<file path="config.mk">
export PLATFORM = sky130hd
export DESIGN_NAME = bankers_safety_check_unit
export DESIGN_NICKNAME = d
export VERILOG_FILES = /design/src/hw/rtl/bsc_pkg.sv /design/src/hw/rtl/bsc_dpath.sv /design/src/hw/rtl/bsc_ctrl.sv /design/src/hw/rtl/bankers_safety_check_unit.sv
export SDC_FILE = /design/constraint.sdc
export NUM_CORES = 1
export LEC_CHECK = 0
export ABC_CLOCK_PERIOD_IN_PS = 10900
export BUFFER_PORTS_ARGS = -buffer_cell sky130_fd_sc_hd__buf_2
export CORE_MARGIN = 2
export CORE_UTILIZATION = 40
export CTS_CLUSTER_DIAMETER = 50
export DETAILED_ROUTE_END_ITERATION = 6
export PLACE_DENSITY = 0.53
export SLEW_MARGIN = 20
export SYNTH_ARGS = -nofsm -noshare
export SYNTH_HDL_FRONTEND = slang
export SYNTH_SLANG_ARGS = --single-unit
</file>
<file path="constraint.sdc">
create_clock -name clk -period 10.9 [get_ports clk]
set_input_delay 1.09 -clock clk [delete_from_list [all_inputs] [get_ports clk]]
set_output_delay 1.09 -clock clk [all_outputs]
set_load 0.02 [all_outputs]
</file>
<file path="src/hw/rtl/bsc_pkg.sv">
`timescale 1ns / 1ps

package bsc_pkg;

  // operation codes carried in the input tuser
  localparam logic [1:0] OP_LOAD_AVAIL = 2'd0;
  localparam logic [1:0] OP_LOAD_ENTRY = 2'd1;
  localparam logic [1:0] OP_CHECK      = 2'd2;

  // configuration register indexes
  localparam logic REG_PROCS = 1'b0;
  localparam logic REG_RES   = 1'b1;

  // configuration reset values
  localparam logic [3:0] PROCS_RESET = 4'd8;
  localparam logic [2:0] RES_RESET   = 3'd4;

  // commands from the controller to the datapath
  typedef struct packed {
    logic load_avail;  // write the free-unit table
    logic load_entry;  // write allocation and need of one process/resource
    logic start;       // copy free units into the working store, clear finish marks
    logic fit_init;    // begin the test of one process
    logic rd_en;       // read one table entry of the process under test
    logic decide;      // finish the process if it fit
  } cmd_t;

  // status from the datapath to the controller
  typedef struct packed {
    logic cur_finished;  // process under test is already finished
    logic fit;           // every resource read so far fits
  } status_t;

endpackage

</file>
<file path="src/hw/rtl/bsc_dpath.sv">
`timescale 1ns / 1ps

module bsc_dpath
  import bsc_pkg::*;
#(
  parameter int MAX_PROCS   = 8,
  parameter int MAX_RES     = 4,
  parameter int AMOUNT_BITS = 8,
  parameter int PROC_IW     = 3,
  parameter int RES_IW      = 2
) (
  input  logic               clk,
  input  logic               rst_n,
  input  cmd_t               cmd,
  output status_t            sts,
  input  logic [PROC_IW-1:0] proc_idx,
  input  logic [RES_IW-1:0]  res_idx,
  input  logic [PROC_IW-1:0] seq_idx,
  input  logic [PROC_IW-1:0] emit_idx,
  input  logic [2:0]         in_proc,
  input  logic [1:0]         in_res,
  input  logic [7:0]         in_alloc,
  input  logic [7:0]         in_max,
  input  logic [7:0]         in_avail,
  output logic [2:0]         seq_rd
);

  localparam int ADDR_W = PROC_IW + RES_IW;
  localparam int DEPTH  = 1 << ADDR_W;
  localparam int WORK_W = AMOUNT_BITS + 4;

  // input fields widened, then cut to the amount width
  logic [31:0]            p_ext, r_ext, a_ext, m_ext, v_ext;
  logic [AMOUNT_BITS-1:0] amt_a, amt_m, amt_v, need_val;
  logic                   p_ok, r_ok;
  logic [ADDR_W-1:0]      wr_addr, rd_addr;

  assign p_ext    = 32'(in_proc);
  assign r_ext    = 32'(in_res);
  assign a_ext    = 32'(in_alloc);
  assign m_ext    = 32'(in_max);
  assign v_ext    = 32'(in_avail);
  assign amt_a    = a_ext[AMOUNT_BITS-1:0];
  assign amt_m    = m_ext[AMOUNT_BITS-1:0];
  assign amt_v    = v_ext[AMOUNT_BITS-1:0];
  assign need_val = (amt_m > amt_a) ? (amt_m - amt_a) : '0;
  assign p_ok     = (p_ext < MAX_PROCS);
  assign r_ok     = (r_ext < MAX_RES);
  assign wr_addr  = {p_ext[PROC_IW-1:0], r_ext[RES_IW-1:0]};
  assign rd_addr  = {proc_idx, res_idx};

  // allocation and need tables
  logic [AMOUNT_BITS-1:0] alloc_mem [DEPTH];
  logic [AMOUNT_BITS-1:0] need_mem  [DEPTH];
  logic [AMOUNT_BITS-1:0] rd_alloc_r, rd_need_r;
  logic [RES_IW-1:0]      rd_j_r;
  logic                   rd_vld_r;

  always_ff @(posedge clk) begin
    if (cmd.load_entry && p_ok && r_ok) begin
      alloc_mem[wr_addr] <= amt_a;
      need_mem[wr_addr]  <= need_val;
    end
    if (cmd.rd_en) begin
      rd_alloc_r <= alloc_mem[rd_addr];
      rd_need_r  <= need_mem[rd_addr];
      rd_j_r     <= res_idx;
    end
  end

  always_ff @(posedge clk) begin
    if (!rst_n) begin
      rd_vld_r <= 1'b0;
    end else begin
      rd_vld_r <= cmd.rd_en;
    end
  end

  // loaded free units
  logic [AMOUNT_BITS-1:0] avail_r [MAX_RES];

  always_ff @(posedge clk) begin
    if (cmd.load_avail && r_ok) begin
      avail_r[r_ext[RES_IW-1:0]] <= amt_v;
    end
  end

  // fit test and saturating sum for the entry just read
  logic [WORK_W-1:0] work_r [MAX_RES];
  logic [WORK_W-1:0] tmp_r  [MAX_RES];
  logic [WORK_W-1:0] work_sel, need_ext, sum_sat;
  logic [WORK_W:0]   sum;
  logic              fit_r;

  assign work_sel = work_r[rd_j_r];
  assign need_ext = WORK_W'(rd_need_r);
  assign sum      = {1'b0, work_sel} + (WORK_W + 1)'(rd_alloc_r);
  assign sum_sat  = sum[WORK_W] ? '1 : sum[WORK_W-1:0];

  // working store commits the staged sums only when the whole process fits
  always_ff @(posedge clk) begin
    for (int j = 0; j < MAX_RES; j++) begin
      if (cmd.start) begin
        work_r[j] <= WORK_W'(avail_r[j]);
      end else if (cmd.decide && fit_r) begin
        work_r[j] <= tmp_r[j];
      end
    end
    if (cmd.fit_init) begin
      for (int j = 0; j < MAX_RES; j++) begin
        tmp_r[j] <= work_r[j];
      end
    end else if (rd_vld_r) begin
      tmp_r[rd_j_r] <= sum_sat;
    end
  end

  always_ff @(posedge clk) begin
    if (!rst_n) begin
      fit_r <= 1'b0;
    end else if (cmd.fit_init) begin
      fit_r <= 1'b1;
    end else if (rd_vld_r && (need_ext > work_sel)) begin
      fit_r <= 1'b0;
    end
  end

  // finish marks and safe sequence
  logic [MAX_PROCS-1:0] marks_r;
  logic [PROC_IW-1:0]   seq_r [MAX_PROCS];
  logic [31:0]          seq_ext;

  always_ff @(posedge clk) begin
    if (!rst_n) begin
      marks_r <= '0;
    end else if (cmd.start) begin
      marks_r <= '0;
    end else if (cmd.decide && fit_r) begin
      marks_r[proc_idx] <= 1'b1;
    end
  end

  always_ff @(posedge clk) begin
    if (cmd.decide && fit_r) begin
      seq_r[seq_idx] <= proc_idx;
    end
  end

  assign seq_ext          = 32'(seq_r[emit_idx]);
  assign seq_rd           = seq_ext[2:0];
  assign sts.cur_finished = marks_r[proc_idx];
  assign sts.fit          = fit_r;

endmodule

</file>
<file path="src/hw/rtl/bsc_ctrl.sv">
`timescale 1ns / 1ps

module bsc_ctrl
  import bsc_pkg::*;
#(
  parameter int MAX_PROCS = 8,
  parameter int MAX_RES   = 4,
  parameter int PROC_IW   = 3,
  parameter int RES_IW    = 2,
  parameter int CNT_W     = 4
) (
  input  logic               clk,
  input  logic               rst_n,
  input  logic               cfg_wr_en,
  input  logic               cfg_index,
  input  logic [3:0]         cfg_wdata,
  input  logic               in_tvalid,
  input  logic [1:0]         in_op,
  output logic               in_tready,
  output logic               out_tvalid,
  input  logic               out_tready,
  output logic               out_safe,
  output logic [2:0]         out_pos,
  output logic               out_last,
  output cmd_t               cmd,
  input  status_t            sts,
  output logic [PROC_IW-1:0] proc_idx,
  output logic [RES_IW-1:0]  res_idx,
  output logic [PROC_IW-1:0] seq_idx,
  output logic [PROC_IW-1:0] emit_idx
);

  typedef enum logic [7:0] {
    ST_IDLE     = 8'b0000_0001,
    ST_START    = 8'b0000_0010,
    ST_SELECT   = 8'b0000_0100,
    ST_ISSUE    = 8'b0000_1000,
    ST_DRAIN    = 8'b0001_0000,
    ST_DECIDE   = 8'b0010_0000,
    ST_PASS_END = 8'b0100_0000,
    ST_EMIT     = 8'b1000_0000
  } state_t;

  // configuration registers
  logic [3:0] procs_r;
  logic [2:0] res_r;

  always_ff @(posedge clk) begin
    if (!rst_n) begin
      procs_r <= PROCS_RESET;
      res_r   <= RES_RESET;
    end else if (cfg_wr_en) begin
      case (cfg_index)
        REG_PROCS: procs_r <= cfg_wdata;
        REG_RES:   res_r   <= cfg_wdata[2:0];
        default: ;
      endcase
    end
  end

  // last process and resource in use, saturated to the table size
  logic [PROC_IW-1:0] np_m1;
  logic [RES_IW-1:0]  nr_m1;
  logic [CNT_W-1:0]   np_cnt;

  always_comb begin
    if (procs_r == '0) begin
      np_m1 = '0;
    end else if (32'(procs_r) > MAX_PROCS) begin
      np_m1 = PROC_IW'(MAX_PROCS - 1);
    end else begin
      np_m1 = PROC_IW'(procs_r - 4'd1);
    end
    if (res_r == '0) begin
      nr_m1 = '0;
    end else if (32'(res_r) > MAX_RES) begin
      nr_m1 = RES_IW'(MAX_RES - 1);
    end else begin
      nr_m1 = RES_IW'(res_r - 3'd1);
    end
  end

  assign np_cnt = CNT_W'(np_m1) + CNT_W'(1);

  state_t             state_r, state_nxt;
  logic [PROC_IW-1:0] i_r, i_nxt;
  logic [RES_IW-1:0]  j_r, j_nxt;
  logic [PROC_IW-1:0] k_r, k_nxt;
  logic [CNT_W-1:0]   count_r, count_nxt;
  logic               progress_r, progress_nxt;
  logic               unsafe_r, unsafe_nxt;

  always_ff @(posedge clk) begin
    if (!rst_n) begin
      state_r    <= ST_IDLE;
      i_r        <= '0;
      j_r        <= '0;
      k_r        <= '0;
      count_r    <= '0;
      progress_r <= 1'b0;
      unsafe_r   <= 1'b0;
    end else begin
      state_r    <= state_nxt;
      i_r        <= i_nxt;
      j_r        <= j_nxt;
      k_r        <= k_nxt;
      count_r    <= count_nxt;
      progress_r <= progress_nxt;
      unsafe_r   <= unsafe_nxt;
    end
  end

  // sequencer over passes, processes and resources
  always_comb begin
    state_nxt    = state_r;
    i_nxt        = i_r;
    j_nxt        = j_r;
    k_nxt        = k_r;
    count_nxt    = count_r;
    progress_nxt = progress_r;
    unsafe_nxt   = unsafe_r;
    cmd          = '0;
    case (state_r)
      ST_IDLE: begin
        if (in_tvalid) begin
          case (in_op)
            OP_LOAD_AVAIL: cmd.load_avail = 1'b1;
            OP_LOAD_ENTRY: cmd.load_entry = 1'b1;
            OP_CHECK:      state_nxt = ST_START;
            default: ;
          endcase
        end
      end
      ST_START: begin
        cmd.start    = 1'b1;
        count_nxt    = '0;
        progress_nxt = 1'b0;
        i_nxt        = '0;
        state_nxt    = ST_SELECT;
      end
      ST_SELECT: begin
        if (sts.cur_finished) begin
          if (i_r == np_m1) begin
            state_nxt = ST_PASS_END;
          end else begin
            i_nxt = i_r + PROC_IW'(1);
          end
        end else begin
          cmd.fit_init = 1'b1;
          j_nxt        = '0;
          state_nxt    = ST_ISSUE;
        end
      end
      ST_ISSUE: begin
        cmd.rd_en = 1'b1;
        if (j_r == nr_m1) begin
          state_nxt = ST_DRAIN;
        end else begin
          j_nxt = j_r + RES_IW'(1);
        end
      end
      ST_DRAIN: begin
        state_nxt = ST_DECIDE;
      end
      ST_DECIDE: begin
        cmd.decide = 1'b1;
        if (sts.fit) begin
          count_nxt    = count_r + CNT_W'(1);
          progress_nxt = 1'b1;
        end
        if (i_r == np_m1) begin
          state_nxt = ST_PASS_END;
        end else begin
          i_nxt     = i_r + PROC_IW'(1);
          state_nxt = ST_SELECT;
        end
      end
      ST_PASS_END: begin
        if (!progress_r) begin
          unsafe_nxt = 1'b1;
          k_nxt      = '0;
          state_nxt  = ST_EMIT;
        end else if (count_r == np_cnt) begin
          unsafe_nxt = 1'b0;
          k_nxt      = '0;
          state_nxt  = ST_EMIT;
        end else begin
          progress_nxt = 1'b0;
          i_nxt        = '0;
          state_nxt    = ST_SELECT;
        end
      end
      ST_EMIT: begin
        if (out_tready) begin
          if (unsafe_r || (k_r == np_m1)) begin
            state_nxt = ST_IDLE;
          end else begin
            k_nxt = k_r + PROC_IW'(1);
          end
        end
      end
      default: begin
        state_nxt = ST_IDLE;
      end
    endcase
  end

  // result fields
  logic [31:0] k_ext;

  assign k_ext      = 32'(k_r);
  assign in_tready  = (state_r == ST_IDLE);
  assign out_tvalid = (state_r == ST_EMIT);
  assign out_safe   = !unsafe_r;
  assign out_pos    = unsafe_r ? 3'd0 : k_ext[2:0];
  assign out_last   = unsafe_r || (k_r == np_m1);
  assign proc_idx   = i_r;
  assign res_idx    = j_r;
  assign seq_idx    = count_r[PROC_IW-1:0];
  assign emit_idx   = k_r;

endmodule

</file>
<file path="src/hw/rtl/bankers_safety_check_unit.sv">
`timescale 1ns / 1ps

// Banker's algorithm safety check. Load transfers (one per cycle while no check is in
// progress) fill the free-unit table and the per-process allocation/need tables; a check
// transfer runs the safety test and then returns either the safe sequence (one transfer
// per process in use, tlast on the final one) or a single unsafe transfer. A check passes
// a start state, then in each pass skips every already-finished process in the select
// state, and for each open process selects it, reads its resources in use, drains and
// decides; each pass closes in a pass-end state, and then the results are emitted.
// The single read port of the allocation/need tables is walked by the sequencer one
// resource per cycle, and a check runs up to procs_in_use passes.
// No new item is taken while a check is in progress.

module bankers_safety_check_unit
  import bsc_pkg::*;
#(
  parameter int MAX_PROCS   = 8,
  parameter int MAX_RES     = 4,
  parameter int AMOUNT_BITS = 8
) (
  input  logic        clk,
  input  logic        rst_n,
  // configuration write port
  input  logic        cfg_wr_en,
  input  logic        cfg_index,
  input  logic [3:0]  cfg_wdata,
  // input stream
  input  logic        in_tvalid,
  output logic        in_tready,
  // process_index[2:0], resource_index[4:3], alloc_amount[12:5],
  // max_amount[20:13], avail_amount[28:21], zero fill above
  input  logic [31:0] in_tdata,
  // operation[1:0]
  input  logic [1:0]  in_tuser,
  // result stream
  output logic        out_tvalid,
  input  logic        out_tready,
  // safe[0], served_process[3:1], position[6:4], zero fill above
  output logic [7:0]  out_tdata,
  output logic        out_tlast
);

  localparam int PROC_IW = (MAX_PROCS > 1) ? $clog2(MAX_PROCS) : 1;
  localparam int RES_IW  = (MAX_RES > 1) ? $clog2(MAX_RES) : 1;
  localparam int CNT_W   = $clog2(MAX_PROCS + 1);

  cmd_t               cmd;
  status_t            sts;
  logic [PROC_IW-1:0] proc_idx, seq_idx, emit_idx;
  logic [RES_IW-1:0]  res_idx;
  logic               out_safe;
  logic [2:0]         out_pos, seq_rd, served;

  bsc_ctrl #(
    .MAX_PROCS (MAX_PROCS),
    .MAX_RES   (MAX_RES),
    .PROC_IW   (PROC_IW),
    .RES_IW    (RES_IW),
    .CNT_W     (CNT_W)
  ) u_ctrl (
    .clk        (clk),
    .rst_n      (rst_n),
    .cfg_wr_en  (cfg_wr_en),
    .cfg_index  (cfg_index),
    .cfg_wdata  (cfg_wdata),
    .in_tvalid  (in_tvalid),
    .in_op      (in_tuser),
    .in_tready  (in_tready),
    .out_tvalid (out_tvalid),
    .out_tready (out_tready),
    .out_safe   (out_safe),
    .out_pos    (out_pos),
    .out_last   (out_tlast),
    .cmd        (cmd),
    .sts        (sts),
    .proc_idx   (proc_idx),
    .res_idx    (res_idx),
    .seq_idx    (seq_idx),
    .emit_idx   (emit_idx)
  );

  bsc_dpath #(
    .MAX_PROCS   (MAX_PROCS),
    .MAX_RES     (MAX_RES),
    .AMOUNT_BITS (AMOUNT_BITS),
    .PROC_IW     (PROC_IW),
    .RES_IW      (RES_IW)
  ) u_dpath (
    .clk      (clk),
    .rst_n    (rst_n),
    .cmd      (cmd),
    .sts      (sts),
    .proc_idx (proc_idx),
    .res_idx  (res_idx),
    .seq_idx  (seq_idx),
    .emit_idx (emit_idx),
    .in_proc  (in_tdata[2:0]),
    .in_res   (in_tdata[4:3]),
    .in_alloc (in_tdata[12:5]),
    .in_max   (in_tdata[20:13]),
    .in_avail (in_tdata[28:21]),
    .seq_rd   (seq_rd)
  );

  // unsafe result carries zero process
  assign served    = out_safe ? seq_rd : 3'd0;
  assign out_tdata = {1'b0, out_pos, served, out_safe};

  // an unsafe result is always the only and last one
  a_unsafe_last: assert property (@(posedge clk) disable iff (!rst_n)
    (out_tvalid && !out_tdata[0]) |-> out_tlast)
    else $error("unsafe result without tlast");

  // input side is closed while results are offered
  a_no_overlap: assert property (@(posedge clk) disable iff (!rst_n)
    !(in_tready && out_tvalid))
    else $error("input ready while result pending");

  // a check closes the input side on the following cycle
  a_check_busy: assert property (@(posedge clk) disable iff (!rst_n)
    (in_tvalid && in_tready && (in_tuser == OP_CHECK)) |=> !in_tready)
    else $error("input ready right after a check transfer");

  // an unsafe result reports position zero
  a_unsafe_pos: assert property (@(posedge clk) disable iff (!rst_n)
    (out_tvalid && !out_tdata[0]) |-> (out_tdata[6:1] == 6'd0))
    else $error("unsafe result with nonzero fields");

endmodule
</file>
==> impl_metrics.ini, run 1 <==
[synthesis]
syn_area_sq_mm = 0.02961
synth.avg_cell_area_sq_um = 17.54
yosys_warnings = 0
netlist-cell-type-count = 81
synth_area_leader_cell = edfxtp_1
synthTopCellsByArea = edfxtp_1, mux4_2, dfxtp_1
synth_edf_count = 682
syn_nets = 1763
synth_top_cell_area_share = 0.6917
ys_async_sr_fraction = 0
synthFlopType = edfxtp_1
synth_seq_cells = 726
synth_seq_area_share = 0.7214
postSynthCellCount = 1688

[grt]
grt_antenna_before_repair = 3
overflow = 0
gr-usage-all-layers = 0.1875
grt_pass1_vias = 15956
grt_max_degree = 60
grt_pass1_wl_microns = 105000

[worst_hold_path]
min_path_type = reg -> reg

[critical_path]
crit_chain = inv_1 > ha_1 > and2b_1 > maj3_1 > xnor2_1 > a31oi_1 > or2_2 > buf_2
slowest_delay_ns = 0.53
reg2reg_slack_ns = 6.80
arrival_ns = 3.18
cpMaxStageDelayCell = dfxtp_1
cp.required_ns = 9.81
crit_fanout = 11
worstSetupPathType = reg -> out
crit_family = adder cells
crit_buf_inv = 2
start_kind = register
crit_path_end_kind = output pin

[detailed_routing]
avgRoutedWirePerCell_microns = 25.31
routed_wl_microns = 71580
first_pass_iters = 7
vias = 15684
drt_iter0_markers = 1430
antenna_left = 0
routed_via_density = 5.546
drc = 8

[timing]
tightestPinTransition_ns = 1.018
setup_viol = 0
timing.setup.tns_ns = 0
max_freq_mhz = 234.1
period_needed_ns = 4.272
finalCritPeriodShare = 0.3919
hold_viol_final = 0
rsz0062_at_grt = false
slew-limit-headroom = 0.3214
slew_viol_final = 0
skew_ns = 0.02040
fin_ws_ns = 6.628

[die]
rows = 99
core_area_sq_mm = 0.07308
die_w_microns = 276.1
die_area_sq_mm = 0.07622
start_util = 0.4052
chipHeight_microns = 276.1
ioPinCount = 55

[job]
drv_cap = 0

[clocking]
cts_buffers = 83
post_cts_buffers = 0
clk_pin_slew_ns = 0.06
max-clock-path-buffers = 3
cts_tree = built
hold_buffers = 0
clockRootBuffer = clkbuf_16
h-tree-depth = 3
cts.sinks = 726
clk_latency_ns = 0.61
cts_resized = 0

[pwr]
switching_power_mw = 1.285
ir_worst_vdd_v = 0.0001369
combPwrFrac = 0.041
p_int_mw = 4.748
power-per-cell-area_mw_per_mm2 = 178.3
leakage_nw = 10.98
seqPwrFrac = 0.518
netSwitchingFraction = 0.2129
clkPwrFrac = 0.441

[placed_design]
pre_cts_ws_ns = 6.352
portBuffers = 50
gp_congestion = 0.8080
dp_hpwl_microns = 42840

[layout]
areaGrowthSynthToFinish_pct = 14.27
fin_nets = 1879
nFillCells = 6303
layout_commonest_cell = edfxtp_1
drive_gt1_frac = 0.2409
final_cell_mix = edfxtp_1, mux4_2, nand2_1

[run_status]
status = finished with violations
violations = DRC
cell usage after synthesis (4+ instances only):
master    number
a21boi_0       4
a21o_1         4
a21oi_1       36
a22oi_1       65
and2_1        12
and3_1        25
buf_1         13
buf_2         11
buf_6          4
clkbuf_1      47
dfxtp_1       44
edfxtp_1     682
ha_1          29
inv_1         36
mux2_2        36
mux2i_1       11
mux4_2       146
nand2_1      145
nand2b_1      17
nand3_1       14
nand3b_1      12
nand4_1       22
nor2_1        99
nor2b_1       17
nor3_1        21
nor4_1         9
o211ai_1       5
o21a_1         8
o21ai_0       20
or3_1          5
xnor2_1       11
xor2_1         6
cells by family (layout without fill, tap and decap cells):
| family | after synthesis | count (layout) | synth area share |
|---|---|---|---|
| AO/OA/AOI/OAI | 172 | 172 | 0.04078 |
| XOR/XNOR | 17 | 17 | 0.005028 |
| adder cells (fa/ha/maj) | 32 | 32 | 0.01394 |
| buffers and inverters | 115 | 295 | 0.01644 |
| flip-flops | 726 | 726 | 0.7214 |
| multiplexers | 193 | 193 | 0.1285 |
| other | 1 | 2 | 0.0001266 |
| AND/OR/NAND/NOR | 432 | 432 | 0.07382 |
layout make-up:
class	count	area, sq um	share of cell area
flip-flops and latches	726	21370	0.6315
clock buffers	102	2212	0.06538
well taps	959	1200	0.03546
clock inverters	47	391.6	0.01157
diodes	1	2.502	0.00007396
repair buffers	109	693.2	0.02049
inverters	37	138.9	0.004105
multi-input cells	847	7829	0.2314
worst paths after layout:
kind	from	end	depth (start not counted)
worst min-delay path	u_ctrl.res_r[1]$_SDFFE_PN0P_	u_ctrl.res_r[1]$_SDFFE_PN0P_	2
worst max-delay path	u_ctrl.procs_r[0]$_SDFFE_PN0P_	out_tlast	8
worst max register to register	register	u_dpath.tmp_r[2][5]$_DFFE_PP_	10
worst min register to register	u_ctrl.res_r[1]$_SDFFE_PN0P_	u_ctrl.res_r[1]$_SDFFE_PN0P_	2
through the flow:
stage          instances  cell area (sq um)  hold slack, ns    util  power, mW
2_1_floorplan       1688              29610          0.4064       -      3.323
3_3_place_gp        2678              31230          0.4466  0.4273      3.423
3_5_place_dp        2678              31230          0.4547  0.4273      3.431
4_1_cts             2827              33830          0.4619  0.4629      6.096
5_1_grt             2827              33830          0.4912  0.4629      6.222
6_report            2828              33840          0.4609  0.4630      6.033
routing by layer:
| layer | global-route usage | share of wire |
|---|---|---|
| met5 | 0 | 0.00050 |
| met4 | 0.04904 | 0.021 |
| met3 | 0.03769 | 0.055 |
| met1 | 0.2548 | 0.43 |
| met2 | 0.3097 | 0.49 |
tightest hold or removal path: stages, from the launching register on:
cell and delay, ns:
dfxtp_1 0.31, nand2_1 0.05, a21oi_1 0.05
power groups by stage:
| stage | combinational, mW | sequential, mW | clock, mW |
|---|---|---|---|
| after floorplan | 0.148 | 3.18 | 0 |
| after global placement | 0.242 | 3.18 | 0 |
| after detailed placement | 0.249 | 3.18 | 0 |
| after CTS | 0.251 | 3.12 | 2.72 |
| after global routing | 0.273 | 3.13 | 2.82 |
| final | 0.249 | 3.12 | 2.66 |
sequential cells by signal, indices dropped and copies added, names as in the netlist, 2 cells and up, named ones only:
name / flops
u_dpath.alloc_mem: 256
u_dpath.need_mem: 256
u_dpath.tmp_r: 48
u_dpath.work_r: 48
u_dpath.avail_r: 32
u_dpath.seq_r: 24
u_ctrl.state_r: 8
u_dpath.marks_r: 8
u_dpath.rd_alloc_r: 8
u_dpath.rd_need_r: 8
u_ctrl.count_r: 4
u_ctrl.procs_r: 4
u_ctrl.emit_idx: 3
u_ctrl.proc_idx: 3
u_ctrl.res_r: 3
u_ctrl.res_idx: 2
u_dpath.rd_j_r: 2
(Power assumes the default switching activity.)
==> run 2: changes to the inputs <==
- ABC_CLOCK_PERIOD_IN_PS: 10900 -> 4300
- clock period: 10.9 -> 4.3 ns (I/O delays scaled with it)
==> impl_metrics.ini, run 2 (same netlist as run 1, synthesis figures left out) <==
[timing]
setup_viol = 0
tightestPinTransition_ns = 0.9913
fin_ws_ns = 0.6197
max_freq_mhz = 271.7
finalCritPeriodShare = 0.8559
rsz0062_at_grt = false
period_needed_ns = 3.680
hold_viol_final = 0
skew_ns = 0.02416
timing.setup.tns_ns = 0
timing.hold.ws_ns = 0.03918
slew-limit-headroom = 0.3370
slew_viol_final = 0

[run_status]
status = finished with violations
violations = DRC

[die]
ioPinCount = 55
die_w_microns = 276.1
core_area_sq_mm = 0.07308
start_util = 0.4052
chipHeight_microns = 276.1
die_area_sq_mm = 0.07622
rows = 99

[clocking]
clk_pin_slew_ns = 0.06
cts_buffers = 80
h-tree-depth = 3
max-clock-path-buffers = 3
clockRootBuffer = clkbuf_16
cts_tree = built
clk_latency_ns = 0.62
post_cts_buffers = 0
cts.sinks = 726

[pwr]
clkPwrFrac = 0.448
leakage_nw = 11.13
ir_worst_vdd_v = 0.0003135
combPwrFrac = 0.042
switching_power_mw = 3.297
power-per-cell-area_mw_per_mm2 = 454.4
seqPwrFrac = 0.510
p_int_mw = 12.22
netSwitchingFraction = 0.2125

[placed_design]
portBuffers = 50
dp_hpwl_microns = 44080
place_area_sq_mm = 0.03142
gp_congestion = 0.8179
pre_cts_ws_ns = 0.5542

[grt]
grt_pass1_wl_microns = 106600
grt_pass1_vias = 16260
gr-usage-all-layers = 0.1887
grt_antenna_before_repair = 4
overflow = 0
grt_max_degree = 49

[layout]
final_cell_mix = edfxtp_1, mux4_2, nand2_1
fin_nets = 1898
fin_area_sq_mm = 0.03414
diodes = 0
layout_commonest_cell = edfxtp_1
top_regs = u_dpath.alloc_mem x256, u_dpath.need_mem x256
drive_gt1_frac = 0.2520
areaGrowthSynthToFinish_pct = 15.30
final_util = 0.4671

[job]
drv_cap = 0

[critical_path]
start_kind = register
worstSetupPathType = reg -> reg
crit_path_end_kind = register
cp.required_ns = 4.65
arrival_ns = 4.03
crit_fanout = 9

[detailed_routing]
routed_via_density = 5.491
drc = 4
routed_wl_microns = 71720
first_pass_iters = 6
drt_iter0_markers = 1322
vias = 15637
antenna_left = 0
avgRoutedWirePerCell_microns = 25.18

[worst_hold_path]
min_path_type = in -> reg
==> run 2: cell types whose count changed in the layout (fill, tap and decap cells not counted), sizes merged <==
cell         before  now
buf             109  128
inv              43   47
dlygate4sd3       0    3
bufinv            5    8
clkbuf          102   97
diode             1    0
clkinv           34   31
==> run 2: critical path, stage by stage, from the launching register on <==
cell	delay, ns
dfxtp_1	0.39
buf_4	0.21
mux4_2	0.57
fa_1	0.48
a21o_1	0.21
a21oi_1	0.29
o21a_1	0.20
a21oi_1	0.11
nand3_2	0.31
a21boi_0	0.47
o21ai_0	0.16
==> run 2: timing repair <==
item	4_1_cts	5_1_grt
gates resized for setup	0	0
hold endpoints to repair	9	0
hold buffers	3	0
endpoints found under the setup margin	0	0
==> run 2: per-layer routing <==
metal	global-route usage	vias to the layer above	part of all wire
met5	0	-	0.00061
met4	0.04372	6	0.018
met3	0.03262	94	0.044
met2	0.3204	355	0.50
met1	0.2547	8174	0.44
li1	-	7008	-
==> run 2: cell type report <==
type | count | area [sq um]
Clock buffer | 97 | 2182
Clock inverter | 51 | 504.2
Fill cell | 6242 | 38940
Inverter | 37 | 138.9
Multi-Input combinational cell | 847 | 7819
Sequential cell | 726 | 21370
Tap cell | 959 | 1200
Timing Repair Buffer | 131 | 928.4
==> run 2: worst paths after layout <==
kind              depth (start not counted)  slack (ns)                    startpoint                              end
setup / recovery                         10        0.62                      register    u_dpath.tmp_r[2][5]$_DFFE_PP_
hold / removal                            1        0.04                  in_tdata[24]  u_dpath.avail_r[2][3]$_DFFE_PP_
setup reg to reg                         10        0.62                      register    u_dpath.tmp_r[2][5]$_DFFE_PP_
hold reg to reg                           2        0.46  u_ctrl.res_r[1]$_SDFFE_PN0P_     u_ctrl.res_r[1]$_SDFFE_PN0P_
==> run 2: power groups by stage <==
stage               logic, mW  registers [mW]  clock network (mW)
floorplan               0.374            8.05                   0
global placement        0.632            8.07                   0
detailed placement      0.654            8.07                   0
CTS                     0.660            7.92                7.10
global route            0.713            7.92                7.38
finish                  0.652            7.92                6.94
==> run 2: stage by stage <==
step / power, mW / instances
floorplan: 8.424 / 1688
global placement: 8.699 / 2697
detailed placement: 8.721 / 2697
CTS: 15.68 / 2848
global route: 16.01 / 2848
finish: 15.51 / 2848
==> run 3: changes to the inputs <==
- ABC_CLOCK_PERIOD_IN_PS: 4300 -> 3790
- CTS_CLUSTER_DIAMETER: 50 -> 30
- clock period: 4.3 -> 3.79 ns (I/O delays scaled with it)
==> impl_metrics.ini, run 3 (same netlist as run 1, synthesis figures left out) <==
[clocking]
clk_pin_slew_ns = 0.05
post_cts_buffers = 0
max-clock-path-buffers = 3
cts.sinks = 726
clk_latency_ns = 0.71
h-tree-depth = 4
cts_buffers = 140
clockRootBuffer = clkbuf_16
cts_tree = built

[critical_path]
crit_path_end_kind = output pin
worstSetupPathType = reg -> out
start_kind = register
cp.required_ns = 3.41
crit_path_start = u_ctrl.procs_r[0]$_SDFFE_PN0P_
crit_fanout = 11
arrival_ns = 3.16

[grt]
gr-usage-all-layers = 0.1939
grt_max_degree = 49
grt_antenna_before_repair = 3
overflow = 0
grt_pass1_wl_microns = 108700
grt_pass1_vias = 17066

[die]
start_util = 0.4052
rows = 99
die_area_sq_mm = 0.07622
chipHeight_microns = 276.1
ioPinCount = 55
core_area_sq_mm = 0.07308
die_w_microns = 276.1

[timing]
skew_ns = 0.03080
setup_viol = 0
tightestPinTransition_ns = 0.9675
rsz0062_at_grt = false
fin_ws_ns = 0.2543
hold_viol_final = 0
slew_viol_final = 0
timing.setup.tns_ns = 0
max_freq_mhz = 282.8
finalCritPeriodShare = 0.9329
slew-limit-headroom = 0.3550
period_needed_ns = 3.536

[layout]
multi_input_area_sq_mm = 0.007814
areaGrowthSynthToFinish_pct = 23.52
final_cell_mix = edfxtp_1, mux4_2, nand2_1, clkbuf_16, nor2_1
seq_area_sq_mm = 0.02137
top_regs = u_dpath.alloc_mem x256, u_dpath.need_mem x256
drive_gt1_frac = 0.2901
fin_area_sq_mm = 0.03658
layout_commonest_cell = edfxtp_1
fin_nets = 2000
nFillCells = 6052

[detailed_routing]
routed_via_density = 5.440
drc = 8
avgRoutedWirePerCell_microns = 24.42
drt_iter0_markers = 1277
vias = 16303
routed_wl_microns = 73200
antenna_left = 0
first_pass_iters = 7

[pwr]
leakage_nw = 12.30
power-per-cell-area_mw_per_mm2 = 605.1
ir_worst_vdd_v = 0.0004340

[job]
drv_cap = 0

[run_status]
status = finished with violations
violations = DRC

[placed_design]
portBuffers = 50
pre_cts_ws_ns = 0.3332
dp_hpwl_microns = 45020
gp_congestion = 0.8121
place_area_sq_mm = 0.03164

[worst_hold_path]
min_from = rst_n
min_path_type = in -> reg
## run 3: worst max-delay path, stage by stage (launching register included)
cell     delay [ns]
dfxtp_1        0.52
inv_1          0.14
ha_1           0.31
and2b_1        0.27
maj3_1         0.43
xnor2_1        0.22
a31oi_2        0.10
or2_2          0.31
buf_2          0.16
## run 3: layout make-up
class	count	share of cell area
timing repair buffer	173	0.03571
antenna	1	0.00006842
clock buffer	165	0.1007
inverter	37	0.003797
tap	959	0.03281
sequential	726	0.5842
multi-input combinational	847	0.2136
clock inverter	89	0.02908
## run 3: what timing repair did
item / CTS / global route
resized for setup: 0 / 1
hold endpoints to repair: 39 / 0
hold buffers: 18 / 0
endpoints found under the setup margin: 0 / 1
## run 3: metal layers
layer	share of wire	global-route usage	up-vias	wire [microns]
li1	-	-	7262	-
met1	0.42	0.2497	8483	31100
met2	0.50	0.3257	428	36670
met3	0.051	0.04411	124	3754
met4	0.022	0.06445	6	1630
met5	0.00056	0	-	41
## run 3: per-stage QoR
| stage | total power [mW] | hold WS [ns] | util | std cells |
|---|---|---|---|---|
| floorplan | 9.557 | 0.4064 | - | 1688 |
| global placement | 9.896 | 0.4492 | 0.4329 | 2724 |
| detailed placement | 9.919 | 0.4598 | 0.4329 | 2724 |
| CTS | 22.33 | 0.01264 | 0.5003 | 2996 |
| global route | 22.79 | 0.04462 | 0.5004 | 2996 |
| finish | 22.13 | 0.07081 | 0.5005 | 2997 |
## run 3: path summary, 6_finish.rpt
kind              cells past startpoint                               to  slack [ns]
setup / recovery                      8                        out_tlast        0.25
hold / removal                        2  u_ctrl.proc_idx[0]$_SDFFE_PN0P_        0.07
setup reg to reg                     11    u_dpath.tmp_r[0][4]$_DFFE_PP_        0.33
hold reg to reg                       2  u_dpath.marks_r[1]$_SDFFE_PP0P_        0.47
## run 3: where the power goes
part	leakage (nW)	switching, mW	total [mW]	internal [mW]
combinational	3.48	0.507	0.775	0.268
sequential	6.54	0.0566	9.01	8.95
clock	2.29	4.05	12.4	8.30
total	12.3	4.62	22.1	17.5
